===== config.mk =====
export PLATFORM = sky130hd
export DESIGN_NAME = filled_circle_point_generator_top_flat
export DESIGN_NICKNAME = d
export VERILOG_FILES = /design/src/sv/fcpg_pkg.sv /design/src/sv/fcpg_if.sv /design/src/sv/filled_circle_point_generator_top.sv /design/src/sv/fcpg_front.sv /design/src/sv/fcpg_queue.sv /design/src/sv/fcpg_back.sv /design/src/flat_wrapper.sv
export SDC_FILE = /design/constraint.sdc
export NUM_CORES = 1
export LEC_CHECK = 0
export ABC_AREA = 1
export BUFFER_PORTS_ARGS = -buffer_cell sky130_fd_sc_hd__buf_4
export CORE_MARGIN = 8
export CORE_UTILIZATION = 24
export CTS_CLUSTER_DIAMETER = 60
export DETAILED_ROUTE_END_ITERATION = 10
export GPL_ROUTABILITY_DRIVEN = 1
export PLACE_DENSITY = 0.38
export SETUP_SLACK_MARGIN = 0.3
export SYNTH_ARGS = -nofsm -noshare
export SYNTH_HDL_FRONTEND = slang
export SYNTH_SLANG_ARGS = --single-unit

===== constraint.sdc =====
create_clock -name clock -period 6.5 [get_ports clock]
set_input_delay 1.3 -clock clock [delete_from_list [all_inputs] [get_ports clock]]
set_output_delay 1.3 -clock clock [all_outputs]
set_load 0.01 [all_outputs]

===== src/sv/fcpg_pkg.sv =====
// Shared constants, codes and types for the filled circle point generator.
// No dependencies; compiled first.
package fcpg_pkg;

   localparam int COORD_BITS  = 10;
   localparam int RADIUS_BITS = 9;
   localparam int POINT_BITS  = 12;
   // step offsets reach radius and dip to -1; error stays within a few radii
   localparam int STEP_BITS   = RADIUS_BITS + 2;
   localparam int ERR_BITS    = RADIUS_BITS + 4;
   // width that holds center +/- offset exactly before wrap to point width
   localparam int SUM_BITS    = ((COORD_BITS > STEP_BITS) ? COORD_BITS : STEP_BITS) + 2;
   localparam int CALC_BITS   = (SUM_BITS > POINT_BITS) ? SUM_BITS : POINT_BITS;
   localparam int PTS_PER_BATCH = 8;
   localparam int PT_IDX_BITS   = 3;

   typedef enum logic {
      MODE_START   = 1'b0,
      MODE_ADVANCE = 1'b1
   } mode_type;

   // one octant step, handed from front to back
   typedef struct packed {
      logic        [COORD_BITS-1:0] cx;
      logic        [COORD_BITS-1:0] cy;
      logic signed [STEP_BITS-1:0]  dx;
      logic signed [STEP_BITS-1:0]  dy;
      logic                         done;
   } batch_type;

endpackage


===== src/sv/fcpg_if.sv =====
// Valid/ready channel interfaces for request and response beats.
// Depends on fcpg_pkg.
interface fcpg_req_if;
   import fcpg_pkg::*;
   logic                   valid;
   logic                   ready;
   logic                   mode;
   logic [COORD_BITS-1:0]  center_x;
   logic [COORD_BITS-1:0]  center_y;
   logic [RADIUS_BITS-1:0] radius;
   modport source (output valid, mode, center_x, center_y, radius, input ready);
   modport sink   (input valid, mode, center_x, center_y, radius, output ready);
endinterface

interface fcpg_rsp_if;
   import fcpg_pkg::*;
   logic                         valid;
   logic                         ready;
   logic signed [POINT_BITS-1:0] point_x;
   logic signed [POINT_BITS-1:0] point_y;
   logic                         last_of_batch;
   logic                         circle_done;
   modport source (output valid, point_x, point_y, last_of_batch, circle_done, input ready);
   modport sink   (input valid, point_x, point_y, last_of_batch, circle_done, output ready);
endinterface


===== src/sv/filled_circle_point_generator_top.sv =====
// Top level of the filled circle point generator: front, queue, back.
// Depends on fcpg_pkg, fcpg_if, fcpg_front, fcpg_queue, fcpg_back.
//
//   channel  dir  beat carries                                 accepted when
//   req_ch   in   mode, center_x, center_y, radius             valid && ready
//   rsp_ch   out  point_x, point_y, last_of_batch, circle_done valid && ready
//
// A start beat loads center and radius and yields no output.
// Each advance beat runs one midpoint step in the front and yields eight
// point beats, one per cycle from the back's output register while the
// response port is ready. A two-deep queue lets the front take up to two
// more advances while the back drains; req ready drops only when that
// queue is full. An advance while idle is consumed with no output.
// Synchronous reset returns to idle.
module filled_circle_point_generator_top (
   input  logic       clock,
   input  logic       reset,
   fcpg_req_if.sink   req_ch,
   fcpg_rsp_if.source rsp_ch
);
   import fcpg_pkg::*;

   logic      push, q_full;
   logic      pop, head_valid;
   batch_type push_data, head_data;

   // front: step engine and circle state
   fcpg_front u_front (
      .clock     (clock),
      .reset     (reset),
      .req_ch    (req_ch),
      .q_full    (q_full),
      .push      (push),
      .push_data (push_data)
   );

   // decoupling queue
   fcpg_queue u_queue (
      .clock      (clock),
      .reset      (reset),
      .push       (push),
      .push_data  (push_data),
      .full       (q_full),
      .pop        (pop),
      .head_valid (head_valid),
      .head_data  (head_data)
   );

   // back: eight-way symmetric expansion
   fcpg_back u_back (
      .clock      (clock),
      .reset      (reset),
      .head_valid (head_valid),
      .head_data  (head_data),
      .pop        (pop),
      .rsp_ch     (rsp_ch)
   );

endmodule


===== src/sv/fcpg_front.sv =====
// Front end: takes request beats, holds circle state, runs one midpoint step
// per advance and pushes a batch descriptor. Depends on fcpg_pkg, fcpg_if.
module fcpg_front (
   input  logic               clock,
   input  logic               reset,
   fcpg_req_if.sink           req_ch,
   input  logic               q_full,
   output logic               push,
   output fcpg_pkg::batch_type push_data
);
   import fcpg_pkg::*;

   logic                    active_ff, active_in;
   logic [COORD_BITS-1:0]   cx_ff, cx_in;
   logic [COORD_BITS-1:0]   cy_ff, cy_in;
   logic [RADIUS_BITS-1:0]  radius_ff, radius_in;
   logic [RADIUS_BITS-1:0]  ring_ff, ring_in;
   logic signed [STEP_BITS-1:0] dx_ff, dx_in;
   logic signed [STEP_BITS-1:0] dy_ff, dy_in;
   logic signed [ERR_BITS-1:0]  err_ff, err_in;

   logic                        accept;
   logic signed [STEP_BITS-1:0] dy1, dx2;
   logic signed [ERR_BITS-1:0]  err1, err2;
   logic                        ring_end, done;

   assign req_ch.ready = !q_full;
   assign accept       = req_ch.valid && req_ch.ready;

   always_comb begin
      // midpoint step
      dy1  = dy_ff;
      err1 = err_ff;
      if (err_ff <= 0) begin
         dy1  = dy_ff + STEP_BITS'(1);
         err1 = err_ff + ERR_BITS'(signed'({dy1, 1'b1}));
      end
      dx2  = dx_ff;
      err2 = err1;
      if (err1 > 0) begin
         dx2  = dx_ff - STEP_BITS'(1);
         err2 = err1 - ERR_BITS'(signed'({dx2, 1'b1}));
      end
      ring_end = dx2 < dy1;
      done     = ring_end && (ring_ff >= radius_ff);

      active_in = active_ff;
      cx_in     = cx_ff;
      cy_in     = cy_ff;
      radius_in = radius_ff;
      ring_in   = ring_ff;
      dx_in     = dx_ff;
      dy_in     = dy_ff;
      err_in    = err_ff;
      push      = 1'b0;

      if (accept) begin
         if (mode_type'(req_ch.mode) == MODE_START) begin
            active_in = 1'b1;
            cx_in     = req_ch.center_x;
            cy_in     = req_ch.center_y;
            radius_in = req_ch.radius;
            ring_in   = '0;
            dx_in     = '0;
            dy_in     = '0;
            err_in    = '0;
         end else if (active_ff) begin
            push   = 1'b1;
            dx_in  = dx2;
            dy_in  = dy1;
            err_in = err2;
            if (done) begin
               active_in = 1'b0;
            end else if (ring_end) begin
               ring_in = ring_ff + RADIUS_BITS'(1);
               dx_in   = STEP_BITS'(ring_ff) + STEP_BITS'(1);
               dy_in   = '0;
               err_in  = '0;
            end
         end
      end

      push_data.cx   = cx_ff;
      push_data.cy   = cy_ff;
      push_data.dx   = dx_ff;
      push_data.dy   = dy_ff;
      push_data.done = done;
   end

   always_ff @(posedge clock) begin
      if (reset) begin
         active_ff <= 1'b0;
         cx_ff     <= '0;
         cy_ff     <= '0;
         radius_ff <= '0;
         ring_ff   <= '0;
         dx_ff     <= '0;
         dy_ff     <= '0;
         err_ff    <= '0;
      end else begin
         active_ff <= active_in;
         cx_ff     <= cx_in;
         cy_ff     <= cy_in;
         radius_ff <= radius_in;
         ring_ff   <= ring_in;
         dx_ff     <= dx_in;
         dy_ff     <= dy_in;
         err_ff    <= err_in;
      end
   end

endmodule


===== src/sv/fcpg_queue.sv =====
// Two-entry queue of batch descriptors between front and back.
// Depends on fcpg_pkg.
module fcpg_queue (
   input  logic                 clock,
   input  logic                 reset,
   input  logic                 push,
   input  fcpg_pkg::batch_type  push_data,
   output logic                 full,
   input  logic                 pop,
   output logic                 head_valid,
   output fcpg_pkg::batch_type  head_data
);
   import fcpg_pkg::*;

   batch_type  slot_ff [2];
   logic       wr_ptr_ff, wr_ptr_in;
   logic       rd_ptr_ff, rd_ptr_in;
   logic [1:0] count_ff, count_in;

   assign full       = count_ff == 2'd2;
   assign head_valid = count_ff != 2'd0;
   assign head_data  = slot_ff[rd_ptr_ff];

   always_comb begin
      wr_ptr_in = push ? !wr_ptr_ff : wr_ptr_ff;
      rd_ptr_in = pop  ? !rd_ptr_ff : rd_ptr_ff;
      count_in  = count_ff;
      if (push && !pop) begin
         count_in = count_ff + 2'd1;
      end else if (pop && !push) begin
         count_in = count_ff - 2'd1;
      end
   end

   always_ff @(posedge clock) begin
      if (reset) begin
         wr_ptr_ff <= 1'b0;
         rd_ptr_ff <= 1'b0;
         count_ff  <= '0;
      end else begin
         wr_ptr_ff <= wr_ptr_in;
         rd_ptr_ff <= rd_ptr_in;
         count_ff  <= count_in;
      end
   end

   always_ff @(posedge clock) begin
      if (push) begin
         slot_ff[wr_ptr_ff] <= push_data;
      end
   end

endmodule


===== src/sv/fcpg_back.sv =====
// Back end: expands one batch descriptor into eight symmetric points, one
// beat per cycle unless rsp_ch stalls, through an output register. Depends on fcpg_pkg, fcpg_if.
module fcpg_back (
   input  logic                 clock,
   input  logic                 reset,
   input  logic                 head_valid,
   input  fcpg_pkg::batch_type  head_data,
   output logic                 pop,
   fcpg_rsp_if.source           rsp_ch
);
   import fcpg_pkg::*;

   logic                     busy_ff, busy_in;
   logic [PT_IDX_BITS-1:0]   idx_ff, idx_in;
   batch_type                cur_ff;
   logic                     vld_ff, vld_in;
   logic signed [POINT_BITS-1:0] px_ff, py_ff;
   logic                     last_ff, done_ff;

   logic                     out_free, emit, last_pt;
   logic signed [CALC_BITS-1:0] cx_w, cy_w, dx_w, dy_w, xoff, yoff, sx, sy;

   assign out_free = !vld_ff || rsp_ch.ready;
   assign emit     = busy_ff && out_free;
   assign last_pt  = idx_ff == PT_IDX_BITS'(PTS_PER_BATCH - 1);
   assign pop      = head_valid && (!busy_ff || (emit && last_pt));

   always_comb begin
      cx_w = signed'(CALC_BITS'(cur_ff.cx));
      cy_w = signed'(CALC_BITS'(cur_ff.cy));
      dx_w = CALC_BITS'(cur_ff.dx);
      dy_w = CALC_BITS'(cur_ff.dy);
      case (idx_ff)
         3'd0: begin xoff =  dx_w; yoff =  dy_w; end
         3'd1: begin xoff =  dy_w; yoff =  dx_w; end
         3'd2: begin xoff = -dy_w; yoff =  dx_w; end
         3'd3: begin xoff = -dx_w; yoff =  dy_w; end
         3'd4: begin xoff = -dx_w; yoff = -dy_w; end
         3'd5: begin xoff = -dy_w; yoff = -dx_w; end
         3'd6: begin xoff =  dy_w; yoff = -dx_w; end
         default: begin xoff = dx_w; yoff = -dy_w; end
      endcase
      sx = cx_w + xoff;
      sy = cy_w + yoff;

      busy_in = busy_ff;
      idx_in  = idx_ff;
      if (emit) begin
         idx_in = idx_ff + PT_IDX_BITS'(1);
         if (last_pt) begin
            busy_in = 1'b0;
         end
      end
      if (pop) begin
         busy_in = 1'b1;
         idx_in  = '0;
      end

      vld_in = vld_ff;
      if (emit) begin
         vld_in = 1'b1;
      end else if (rsp_ch.ready) begin
         vld_in = 1'b0;
      end
   end

   always_ff @(posedge clock) begin
      if (reset) begin
         busy_ff <= 1'b0;
         idx_ff  <= '0;
         vld_ff  <= 1'b0;
      end else begin
         busy_ff <= busy_in;
         idx_ff  <= idx_in;
         vld_ff  <= vld_in;
      end
   end

   always_ff @(posedge clock) begin
      if (pop) begin
         cur_ff <= head_data;
      end
      if (emit) begin
         px_ff   <= sx[POINT_BITS-1:0];
         py_ff   <= sy[POINT_BITS-1:0];
         last_ff <= last_pt;
         done_ff <= cur_ff.done;
      end
   end

   assign rsp_ch.valid         = vld_ff;
   assign rsp_ch.point_x       = px_ff;
   assign rsp_ch.point_y       = py_ff;
   assign rsp_ch.last_of_batch = last_ff;
   assign rsp_ch.circle_done   = done_ff;

endmodule


===== src/flat_wrapper.sv =====
// flat-port wrapper written by rule: the top's interface ports become plain ports
module filled_circle_point_generator_top_flat import fcpg_pkg::*;
  (clock, reset, req_ch_valid, req_ch_mode, req_ch_center_x, req_ch_center_y, req_ch_radius, req_ch_ready, rsp_ch_valid, rsp_ch_point_x, rsp_ch_point_y, rsp_ch_last_of_batch, rsp_ch_circle_done, rsp_ch_ready);
  fcpg_req_if req_ch_i ();
  fcpg_rsp_if rsp_ch_i ();
  input  logic clock;
  input  logic reset;
  input wire logic [$bits(req_ch_i.valid)-1:0] req_ch_valid;
  input wire logic [$bits(req_ch_i.mode)-1:0] req_ch_mode;
  input wire logic [$bits(req_ch_i.center_x)-1:0] req_ch_center_x;
  input wire logic [$bits(req_ch_i.center_y)-1:0] req_ch_center_y;
  input wire logic [$bits(req_ch_i.radius)-1:0] req_ch_radius;
  output wire logic [$bits(req_ch_i.ready)-1:0] req_ch_ready;
  output wire logic [$bits(rsp_ch_i.valid)-1:0] rsp_ch_valid;
  output wire logic [$bits(rsp_ch_i.point_x)-1:0] rsp_ch_point_x;
  output wire logic [$bits(rsp_ch_i.point_y)-1:0] rsp_ch_point_y;
  output wire logic [$bits(rsp_ch_i.last_of_batch)-1:0] rsp_ch_last_of_batch;
  output wire logic [$bits(rsp_ch_i.circle_done)-1:0] rsp_ch_circle_done;
  input wire logic [$bits(rsp_ch_i.ready)-1:0] rsp_ch_ready;
  assign req_ch_i.valid = req_ch_valid;
  assign req_ch_i.mode = req_ch_mode;
  assign req_ch_i.center_x = req_ch_center_x;
  assign req_ch_i.center_y = req_ch_center_y;
  assign req_ch_i.radius = req_ch_radius;
  assign req_ch_ready = req_ch_i.ready;
  assign rsp_ch_valid = rsp_ch_i.valid;
  assign rsp_ch_point_x = rsp_ch_i.point_x;
  assign rsp_ch_point_y = rsp_ch_i.point_y;
  assign rsp_ch_last_of_batch = rsp_ch_i.last_of_batch;
  assign rsp_ch_circle_done = rsp_ch_i.circle_done;
  assign rsp_ch_i.ready = rsp_ch_ready;
  filled_circle_point_generator_top u_core (.clock(clock), .reset(reset), .req_ch(req_ch_i), .rsp_ch(rsp_ch_i));
endmodule

* Yosys cells after proc, flatten, opt, wreduce, memory -nomap -nowiden
Memories as Yosys holds them, arrays and structs flattened. A register that Yosys moved wholly into a read port is not among the register bits. Index checks and enable logic that the tools add are counted.
Word-level totals: memory bits (writable) 86, output and inout bits 28, memories kept 1, register bits 109, word-level logic and storage cells 118
Memories:
- u_core.u_queue.slot_ff | words 2, bits a word 43, read ports 1, clocked after Yosys merged registers in 1, write ports 1, line fcpg_queue.sv:15 | batch_type slot_ff [2];
Cells by class: add/sub/neg operators 13, mux-type cells 37, equal/unequal tests 11, order comparisons 4, bitwise gates (word level) 1, reductions and logical operators 33
Operators with widths (count):
- two-way mux 11 bit | 10
- two-way mux 13 bit | 6
- case mux 12 bit (3 select lines) | 2
- two-way mux 9 bit | 4
- adder 11 x 12 -> 12 bit | 2
- negation 11 -> 12 bit | 2
- OR reduction 2 bit | 7
- adder 13 x 12 -> 13 bit | 1
- greater-than comparator 13 x 1 -> 1 bit (second input constant) | 1
- <= comparator 13 x 1 -> 1 bit (second input constant) | 1
- two-way mux 1 bit | 13
- subtractor 13 x 12 -> 13 bit | 1
- == test 3 bit (second input constant) | 4
- adder 11 x 2 -> 11 bit (second input constant) | 1
- < comparator 11 bit | 1
- subtractor 11 x 2 -> 11 bit (second input constant) | 1
- adder 9 x 1 -> 10 bit (second input constant) | 1
- nonzero test 2 bit | 5
- adder 9 x 1 -> 9 bit (second input constant) | 1
- greater-or-equal comparator 9 bit | 1
- logical AND 1 bit | 7
- logical NOT 1 bit | 7
- == test 3 x 2 -> 1 bit (second input constant) | 2
- AND reduction 2 bit | 3
- other kinds (12) | 15

* Logic depth before layout (Yosys ltp)
depth after elaboration 10, depth in mapped cells 40, gate-level depth less buffers 38

* By module
A second synthesis with hierarchy kept.
Unflattened totals: cells, all modules 1579, area total of the unflattened synthesis 13858.3 um2
By module, submodules not included:
- fcpg_front | instances 1, area an instance 5761.8 um2, cells each 901
- fcpg_back | instances 1, area an instance 4561.9 um2, cells each 511
- fcpg_queue | instances 1, area an instance 3534.6 um2, cells each 167

* Least setup slack after synthesis
OpenSTA, ideal clock, no wires.
path type input port to flip-flop, start input port rsp_ch_ready, end register u_core.u_queue.count_ff[1], library setup time 0.122 ns, arrival 4.744 ns, path buffers 0, cell stages on the path 10, path slack 1.633 ns, required time 6.378 ns, path through inv_1 nand2_1 a21oi_1 a21oi_1 inv_1 ha_1 a21oi_1 o21ai_0 o21ai_0 a21oi_1
Between the ends: longest elaborated chain between the ends 8, elaborated cells on any way between the ends 10, those cells by class mux (1); reduce/logical (9)
RTL lines:
- start, declared | line flat_wrapper.sv:19 | input wire logic [$bits(rsp_ch_i.ready)-1:0] rsp_ch_ready;
- logical OR 1 bit (*) | line fcpg_back.sv:23 | assign out_free = !vld_ff || rsp_ch.ready;
- logical AND 1 bit (*) | line fcpg_back.sv:24 | assign emit = busy_ff && out_free;
- logical AND 1 bit (*) | line fcpg_back.sv:26 | assign pop = head_valid && (!busy_ff || (emit && last_pt));
- logical OR 1 bit (*) | line fcpg_back.sv:26
- logical AND 1 bit (*) | line fcpg_back.sv:26
- net u_core.pop | line filled_circle_point_generator_top.sv:24 | logic pop, head_valid;
- logical NOT 1 bit | line fcpg_queue.sv:28 | if (push && !pop) begin
- logical AND 1 bit | line fcpg_queue.sv:28
- two-way mux 2 bit or nonzero test 2 bit (tied branches)
- end signal, assigned | line fcpg_queue.sv:43 | count_ff <= count_in;
- end, declared | line fcpg_queue.sv:18 | logic [1:0] count_ff, count_in;
The timed path passes the listed nets; every way through them passes the cells marked *. A chain may end at the register's enable or synchronous reset.

* Final worst setup path
start register u_core.u_front.dy_ff[0], end register u_core.u_front.ring_ff[1]
Between the ends: longest elaborated chain between the ends 9, elaborated cells on any way between the ends 11, those cells by class add/sub (2); order compare (2); eq/ne (2); mux (3); reduce/logical (2)
RTL lines:
- start, declared | line fcpg_front.sv:19 | logic signed [STEP_BITS-1:0] dy_ff, dy_in;
- start signal, assigned | line fcpg_front.sv:107 | dy_ff <= dy_in;
- adder 11 x 2 -> 11 bit | line fcpg_front.sv:35 | dy1 = dy_ff + STEP_BITS'(1);
- adder 13 x 12 -> 13 bit | line fcpg_front.sv:36 | err1 = err_ff + ERR_BITS'(signed'({dy1, 1'b1}));
- two-way mux 13 bit | line fcpg_front.sv:34 | if (err_ff <= 0) begin
- greater-than comparator 13 x 1 -> 1 bit | line fcpg_front.sv:40 | if (err1 > 0) begin
- two-way mux 11 bit | line fcpg_front.sv:40
- < comparator 11 bit (*) | line fcpg_front.sv:44 | ring_end = dx2 < dy1;
- logical AND 1 bit | line fcpg_front.sv:45 | done = ring_end && (ring_ff >= radius_ff);
- != test 2 bit (no source line)
- AND reduction 4 bit (no source line) (*)
- end signal, assigned | line fcpg_front.sv:105 | ring_ff <= ring_in;
- end, declared | line fcpg_front.sv:17 | logic [RADIUS_BITS-1:0] ring_ff, ring_in;
Every way passes the cells marked *; elsewhere a longest branch is shown, timed or not.

==> results.md <==
* Synth warn at 0
* Hold Buf Count CTS at 0
* CTS tree: done
* Initial drt markers at 559
* Syn nets at 1633
* Crit path max-delay family: simple AND/OR/NAND/NOR gates
* CP Launch Type: register
* First-pass GRT wire length at 57.44 mm
* Post-Syn Area at 12910 sq um
* Fin worst setup slack at 0.9985 ns
* Critical Path RT at 7.01 ns
* Synth area leaders: edfxtp_1 (36%), dfxtp_1 (13%), nand2_1 (12%)
* DR vias at 10000
* Max incr delay on CP at 0.48 ns
* Final Hold Fails at 0
* Root Buffer: clkbuf_16
* # DRC at 0
* First drt pass iteration count at 7
* Antenna violations before repair at 0
* Tightest Pin Transition at 1.063 ns
* Wirelength, routed at 37.44 mm
* Die X at 248.0 um
* Crit-path most repeated cell: nor2_1
* Register bit total from synthesis at 238
* All-Layer GR Usage at 12.01%
* Place WS at 0.6097 ns
* Die area at 61490 sq um
* Syn avg cell area at 8.480 sq um
* Adder-Cell Fraction of Synth Area at 7.595%
* CTS buffer count at 30
* H-tree Lvls at 1
* Final global-route overflow total at 0
* Clock skew at 0.01016 ns
* Share of layout cells above drive strength 1 at 10.29%
* CP bufs+invs at 5
* Largest family of logic cells by synthesized area: simple AND/OR/NAND/NOR gates
* Clock Sinks at 238
* Mapped Cells at 1523
* Xor/xnor cell area share of the yosys netlist at 3.662%
* Max Slew Vio Count at 0
* Final Cycle Share at 84.64%
* Synth cell types at 51
* Critical path type: register to register
* Post-layout util at 28.45%
* Vias per cell at 4.331
* Hpwl dp at 27.39 mm
* Sequential area share after synthesis at 48.91%
* Synth area leader: edfxtp_1
* N_diodes at 0
* Highest-delay cell along the critical path: dfxtp_1
* HP Class: register to register
* TNS Setup at 0 ns
* Top-level port count at 62
* # setup viols final at 0
* Post-DR wirelength/cell at 16.21 um
* Chip height at 248.0 um
* Synth Area in Simple Gates at 22.20%
* Max Cap Violations at 0
* Vias in the first global route at 9646
* # fillers at 5768
* Yosys top cell area share at 36.04%
* Tmin final at 5.502 ns
* Pin count of the biggest net entering global routing at 48
* Critical Path AT at 6.01 ns
* Total core area at 53500 sq um
* Status: complete, no violations
* P&R area growth vs syn at 17.83%
* Nets@finish at 1699
* # rows at 85
* Buffers on Ports at 61
* Fmax at 0.1818 GHz
* Crit path capture type: register
* Final ANT Viol Nets at 0
* Crit-path max FO at 24
* RSZ-0062 raised after global routing: no
* Worst-path clk slew at 0.06 ns
* Starting Density at 24.14%
* Worst rel slew slack at 29.07%
* Clk buf depth at 3
* Clk_lat worst skew at 0.58 ns
* Synth Area in Compound Gates at 10.78%
* Routability-driven placement congestion ratio at 0.8326
* Mux contribution to synthesized area at 0%
kinds of logic (layout without fill, tap and decap cells):
logic type,after synthesis,count (layout)
AND/OR/NAND/NOR,685,686
XOR/XNOR,54,54
adder cells (fa/ha/maj),76,76
AO/OA/AOI/OAI,245,245
buffers and inverters,225,314
flip-flops,238,238
per-layer routing:
metal  vias to the layer above  share of wire [%]  wire, um  global-route usage, %
met1                      4608                 48     17990                  16.13
met5                         -                  0         0                      0
met4                         0                2.1       777                  2.786
met3                        44                3.3      1220                  1.754
met2                       142                 47     17450                  20.18
li1                       5206                  -         -                      -
flip-flops by register name, summed over array words and instances, names as in the netlist, 2 cells and up:
| register | count |
|---|---|
| u_core.u_front.cx_ff | 10 |
| u_core.u_front.ring_ff | 9 |
| u_core.u_front.dy_ff | 11 |
| u_core.u_queue.slot_ff | 86 |
| u_core.u_front.dx_ff | 11 |
| u_core.u_back.cur_ff | 43 |
| u_core.u_back.rsp_ch.point_x | 12 |
| u_core.u_front.err_ff | 13 |
| u_core.u_back.rsp_ch.point_y | 12 |
| u_core.u_queue.count_ff | 2 |
| u_core.u_front.cy_ff | 10 |
| u_core.u_front.radius_ff | 9 |
| u_core.u_back.idx_ff | 3 |
worst paths after layout:
| kind | start | endpoint | slack [ns] | cells after the start |
|---|---|---|---|---|
| max | u_core.u_front.dy_ff[0]$_SDFFE_PP0P_ | u_core.u_front.ring_ff[1]$_SDFFE_PP0P_ | 1.0 | 33 |
| min | u_core.u_back.cur_ff[0]$_DFFE_PP_ | u_core.u_back.rsp_ch.circle_done$_DFFE_PP_ | 0.42 | 0 |
| max reg2reg | u_core.u_front.dy_ff[0]$_SDFFE_PP0P_ | u_core.u_front.ring_ff[1]$_SDFFE_PP0P_ | 1.0 | 33 |
| min reg2reg | u_core.u_back.cur_ff[0]$_DFFE_PP_ | u_core.u_back.rsp_ch.circle_done$_DFFE_PP_ | 0.42 | 0 |
what timing repair did:
item / in CTS / in global routing
setup endpoints to repair: 0 / 35
setup buffers: 0 / 1
gates resized for setup: 0 / 2
hold endpoints to repair: 0 / 0
layout make-up:
| class | instances | area (sq um) | area share, % |
|---|---|---|---|
| Clock buffer | 38 | 832.0 | 5.468 |
| Multi-Input combinational cell | 1061 | 5761 | 37.86 |
| Tap cell | 696 | 870.8 | 5.723 |
| Sequential cell | 238 | 6316 | 41.51 |
| Timing Repair inverter | 1 | 5.005 | 0.03289 |
| Clock inverter | 18 | 181.4 | 1.192 |
| Timing Repair Buffer | 75 | 563.0 | 3.700 |
| Inverter | 182 | 688.2 | 4.522 |
per-stage QoR:
stage	hold slack [ns]	area (sq um)	std cells
floorplan	0.4003	12910	1523
global placement	0.4033	14170	2250
detailed placement	0.4066	14170	2250
CTS	0.4204	15180	2306
global route	0.4212	15220	2309
finish	0.4169	15220	2309
synthesized netlist by cell type (all sizes together):
master / count
nand2: 429
inv: 179
edfxtp: 155
nor2: 129
a21oi: 105
nand3: 86
dfxtp: 83
o21ai: 83
ha: 72
xor2: 45
clkbuf: 34
o2111ai: 17
nor3: 15
buf: 9
nand4: 9
or2: 9
xnor2: 9
o21a: 8
a21o: 6
a211oi: 5
nand3b: 5
fa: 4
o22ai: 4
clkinv: 3
a21boi: 2
a221oi: 2
a22o: 2
a31oi: 2
a41oi: 2
and2: 2
o211ai: 2
o21bai: 2
a2111oi: 1
a22oi: 1
o221ai: 1
or3: 1
layout by cell type, fill, tap and decap left out, types with 9 or more instances in the layout:
cell type	count
edfxtp_1	155
dfxtp_1	83
ha_1	72
inv_1	173
buf_4	75
a21oi_1	104
nor3_1	14
xnor2_1	9
nand3_1	80
nor2_1	124
nand4_1	9
o2111ai_1	17
nand2_1	418
xor2_1	45
clkbuf_16	31
o21ai_0	80
Power is not shown: default switching activity piles up to over one toggle a cycle in this logic, so the estimate is an artifact.
